<file path="config.mk">
export PLATFORM = sky130hd
export DESIGN_NAME = vdtb_div
export DESIGN_NICKNAME = d
export VERILOG_FILES = /design/src/rtl/vdtb_pkg.sv /design/src/rtl/vdtb_div.sv
export SDC_FILE = /design/constraint.sdc
export NUM_CORES = 1
export LEC_CHECK = 0
export ABC_AREA = 1
export BUFFER_PORTS_ARGS = -buffer_cell sky130_fd_sc_hd__buf_2
export CAP_MARGIN = 20
export CELL_PAD_IN_SITES_DETAIL_PLACEMENT = 1
export CELL_PAD_IN_SITES_GLOBAL_PLACEMENT = 1
export CORE_MARGIN = 1
export CORE_UTILIZATION = 39
export DETAILED_ROUTE_END_ITERATION = 10
export PLACE_DENSITY_LB_ADDON = 0.1
export SLEW_MARGIN = 5
export SYNTH_ARGS = -nofsm -noshare
export SYNTH_HDL_FRONTEND = slang
export SYNTH_SLANG_ARGS = --single-unit
</file>
<file path="constraint.sdc">
create_clock -name clk -period 16.1 [get_ports clk]
set_input_delay 1.61 -clock clk [delete_from_list [all_inputs] [get_ports clk]]
set_output_delay 1.61 -clock clk [all_outputs]
set_load 0.005 [all_outputs]
</file>
<file path="src/rtl/vdtb_pkg.sv">
// Shared types, constants and helpers for the vertex table block.
// No dependencies.
package vdtb_pkg;

  localparam int VERTEX_DEPTH = 256;
  localparam int FRAC_BITS    = 8;
  localparam int IDX_W        = $clog2(VERTEX_DEPTH);
  localparam int CNT_W        = IDX_W + 1;
  localparam int ENTRY_W      = 48 + 32 + 64 + 48 + 48 + 48;
  localparam int NUM_W        = 34 + FRAC_BITS;
  localparam int DEN_W        = 34;
  localparam int QUO_W        = NUM_W;

  typedef enum logic [1:0] {
    CMD_ADD   = 2'd0,
    CMD_TRI   = 2'd1,
    CMD_CLEAR = 2'd2,
    CMD_NONE  = 2'd3
  } cmd_t;

  typedef enum logic [2:0] {
    ST_OK     = 3'd0,
    ST_REUSED = 3'd1,
    ST_FULL   = 3'd2,
    ST_BADIDX = 3'd3,
    ST_DEGEN  = 3'd4
  } status_t;

  typedef enum logic [4:0] {
    S_IDLE,
    S_SEARCH,
    S_SEARCH_CHK,
    S_APPEND,
    S_TRI_RD_A,
    S_TRI_RD_B,
    S_TRI_RD_C,
    S_TRI_LAT,
    S_TRI_DELTA,
    S_TRI_PROD,
    S_TRI_DET,
    S_TRI_NUM,
    S_TRI_DIV_GO,
    S_TRI_DIV_WAIT,
    S_TRI_WR,
    S_EMIT
  } fsm_t;

  typedef struct packed {
    logic [47:0] position;
    logic [31:0] tex_coord;
    logic [63:0] color;
    logic [47:0] normal;
    logic [47:0] tangent;
    logic [47:0] bitangent;
  } vertex_t;

  typedef struct packed {
    logic              start;
    logic              negate;
    logic [NUM_W-1:0]  num_mag;
    logic [DEN_W-1:0]  den_mag;
  } div_req_t;

  typedef struct packed {
    logic              done;
    logic [QUO_W-1:0]  quo;
  } div_rsp_t;

  function automatic logic signed [16:0] comp17(input logic [47:0] p, input int k);
    logic [15:0] r;
    r = p[16*k +: 16];
    return {r[15], r};
  endfunction

  function automatic logic [15:0] sat16(input logic signed [QUO_W:0] v);
    logic [15:0] r;
    if (v > $signed({{(QUO_W-15){1'b0}}, 16'sh7FFF})) r = 16'h7FFF;
    else if (v < -$signed({{(QUO_W-15){1'b0}}, 16'sh8000})) r = 16'h8000;
    else r = v[15:0];
    return r;
  endfunction

endpackage

</file>
<file path="src/rtl/vdtb_div.sv">
// Restoring radix-2 divider on unsigned magnitudes, one quotient bit per cycle.
// Depends on vdtb_pkg.
module vdtb_div
  import vdtb_pkg::*;
(
  input  logic      clk,
  input  logic      rst,
  input  div_req_t  req,
  output div_rsp_t  rsp
);

  localparam int STEP_W = $clog2(NUM_W + 1);

  logic [NUM_W-1:0] quo;
  logic [DEN_W:0]   rem;
  logic [DEN_W-1:0] den;
  logic             neg;
  logic             run;
  logic             done;
  logic [STEP_W-1:0] steps;
  logic [DEN_W:0]   trial;

  assign trial = {rem[DEN_W-1:0], quo[NUM_W-1]} - {1'b0, den};

  always_ff @(posedge clk) begin
    if (rst) begin
      run  <= 1'b0;
      done <= 1'b0;
    end else begin
      done <= 1'b0;
      if (req.start) begin
        run   <= 1'b1;
        quo   <= req.num_mag;
        rem   <= '0;
        den   <= req.den_mag;
        neg   <= req.negate;
        steps <= STEP_W'(NUM_W);
      end else if (run) begin
        if (trial[DEN_W]) begin
          rem <= {rem[DEN_W-1:0], quo[NUM_W-1]};
          quo <= {quo[NUM_W-2:0], 1'b0};
        end else begin
          rem <= trial;
          quo <= {quo[NUM_W-2:0], 1'b1};
        end
        steps <= steps - 1'b1;
        if (steps == STEP_W'(1)) begin
          run  <= 1'b0;
          done <= 1'b1;
        end
      end
    end
  end

  assign rsp.done = done;
  assign rsp.quo  = neg ? (~quo + 1'b1) : quo;

endmodule

</file>
==> flow_summary_export.csv <==
group,metric,value,unit
synthesis,synthArstFlopShare,0,%
critical_path,cp.arrival,2.55,ns
die,initial_utilization,39.8,%
cells_and_area,drive_gt1_share,14.7,%
placement,io_buffers,122,
synthesis,yosys.area.top_type,"edfxtp_1",
critical_path,worst-path-max-fanout,4,
global_route,grt_pass1_wl,41200,um
critical_path,path_class,"flip-flop to output port",
clock_tree,cts_hold_buf,0,
clock_tree,postCtsSetupBuffers,0,
placement,placedInstanceArea,9510,sq um
clock_tree,htree_levels,4,
die,fp.dieW,151,um
routing,via_per_inst,4.94,
synthesis,syn_avg_cell_area,7.40,sq um
synthesis,syn_inst,1169,
clock_tree,cts_buffers,17,
timing,max_clock_freq,240,MHz
synthesis,synthFlopType,"edfxtp_1",
timing,maxSlewViolCount,0,
global_route,grt_pass1_vias,8121,
timing,hold_viol_final,0,
timing,finalSetupTns,0,ns
synthesis,synth-seq-cells,119,
clock_tree,cts-root-buf,"clkbuf_16",
pwr,peakVddDrop,0.0000489,V
routing,totalWireLength,25700,um
synthesis,synth-edff-count,117,
timing,tightest_slew,0.813,ns
run_status,outcome,"finished, final reports clean",
critical_path,cp-start-kind,"flip-flop",
worst_hold_path,hp-class,"flip-flop to flip-flop",
clock_tree,cts.sinks,119,
synthesis,netlist_area,8650,sq um
pwr,power,1080,uW
global_route,grt_max_degree,86,
clock_tree,path_clk_slew,0.06,ns
pwr,power.leakage,0.00494,uW
cells_and_area,syn_to_final_growth,17.1,%
synthesis,synth.distinct_cells,42,
routing,num_vias,7820,
die,die_area,22800,sq um
global_route,antenna_found_initial,0,
timing,rsz0062_at_grt,"no",
synthesis,syn_nets,1287,
timing,setup_viol,0,
timing,period_minus_slack,4.16,ns
pwr,power.density_cell_area,107,nW/um^2
cells_and_area,fin_nets,1407,
die,fp.dieH,151,um
die,ios,123,
job,maxCapViolations,0,
synthesis,yosysSeqAreaShare,41.1,%
cells_and_area,antenna_cells,0,
clock_tree,cts.path.max_buffers,2,
cells_and_area,fin_util,46.5,%
routing,dr.pass1.iters,4,
global_route,grt_usage,23.7,%
timing,skew,0.0108,ns
global_route,grt_overflow_total,0,
routing,wl_per_cell,16.2,um
die,num_rows,54,
placement,globalplace.congestion,0.916,
clock_tree,cts_tree,"yes",
timing,fin_crit_sh,25.8,%
die,core,21800,sq um
routing,drcViolationCount,0,
synthesis,synth_area_leaders,"edfxtp_1, nand2_1, inv_1",
critical_path,critPathRequiredTime,14.49,ns
cells_and_area,final_cell_mix,"nand2_1, inv_1, nor2_1, buf_2, edfxtp_1",
synthesis,synth_top_area_share,40.6,%
placement,hpwlAfterDp,19800,um
cells_and_area,design_area,10100,sq um
timing,hold_ws,0.537,ns
timing,slew_headroom,45.8,%
clock_tree,cts_resized,0,
routing,ant_nets,0,
cells_and_area,mostFrequentLayoutCell,"nand2_1",
clock_tree,clk_latency,0.43,ns
synthesis,synth_warnings,0,
cells_and_area,fillers,2783,
critical_path,endpoint_kind,"output port",
routing,drtIter0Drc,428,
logic make-up (layout without fill, tap and decap cells):
group | Yosys count | count (layout) | synth area share (%)
AND/OR/NAND/NOR | 627 | 627 | 30.5
buffers and inverters | 209 | 342 | 9.72
AO/OA/AOI/OAI | 119 | 119 | 7.38
flip-flops | 119 | 119 | 41.1
XOR/XNOR | 57 | 57 | 5.77
adder cells (fa/ha/maj) | 38 | 38 | 5.58
power breakdown:
| part | leakage [uW] | switching, uW | internal (uW) |
|---|---|---|---|
| Combinational | 0.00351 | 190 | 96.7 |
| Clock | 0.000294 | 162 | 247 |
| Sequential | 0.00114 | 14.2 | 374 |
layer usage:
layer | wire length [um] | GRT usage, % | part of all wire (%) | vias up
li1 | - | - | - | 3971
met1 | 12000 | 30.6 | 47 | 3683
met2 | 12300 | 40.8 | 48 | 144
met3 | 1000 | 3.98 | 3.9 | 22
met4 | 381 | 6.45 | 1.5 | 0
met5 | 0 | 0 | 0 | -
path summary, 6_finish.rpt:
| path | start | endpoint | slack (ns) | cells after the start |
|---|---|---|---|---|
| max | quo[5]$_DFFE_PP_ | rsp[32] | 11.94 | 10 |
| min | run$_SDFF_PP0_ | done$_SDFF_PP0_ | 0.54 | 2 |
| max reg2reg | quo[41]$_DFFE_PP_ | rem[25]$_SDFFCE_PP0P_ | 13.06 | 14 |
| min reg2reg | run$_SDFF_PP0_ | done$_SDFF_PP0_ | 0.54 | 2 |
Yosys cell counts (all sizes together), types with 11 or more instances:
cell / number
nand3: 47
nand3b: 11
inv: 182
edfxtp: 117
nand2: 362
ha: 37
clkbuf: 15
nand4: 18
xor2: 53
a21oi: 41
nor2: 164
o21ai: 66
buf: 11
nor3: 14
per-stage QoR:
stage	instances	worst slack [ns]
floorplan	1169	9.52
global placement	1550	11.62
detailed placement	1550	11.54
CTS	1582	11.92
global route	1582	11.69
finish	1582	11.94
sequential cells by signal (all words and copies together), names as in the netlist:
register	cells
den	34
quo	42
steps	6
run	1
done	1
rem	34
neg	1
critical path, stage by stage, from the launching register on:
cell      delay, ns
edfxtp_1       0.42
inv_1          0.16
nand4_1        0.18
nor2_1         0.27
nand3_1        0.15
nand2_1        0.17
o21ai_1        0.15
a21oi_2        0.22
nand3_1        0.13
xor2_1         0.16
buf_2          0.13
cell type report:
cell class | count | area [sq um] | area share [%]
Clock buffer | 17 | 425 | 4.20
Clock inverter | 15 | 190 | 1.88
Inverter | 183 | 687 | 6.78
Multi-Input combinational cell | 841 | 4270 | 42.2
Sequential cell | 119 | 3550 | 35.1
Tap cell | 280 | 350 | 3.46
Timing Repair Buffer | 127 | 648 | 6.40
(Power assumes the default switching activity.)
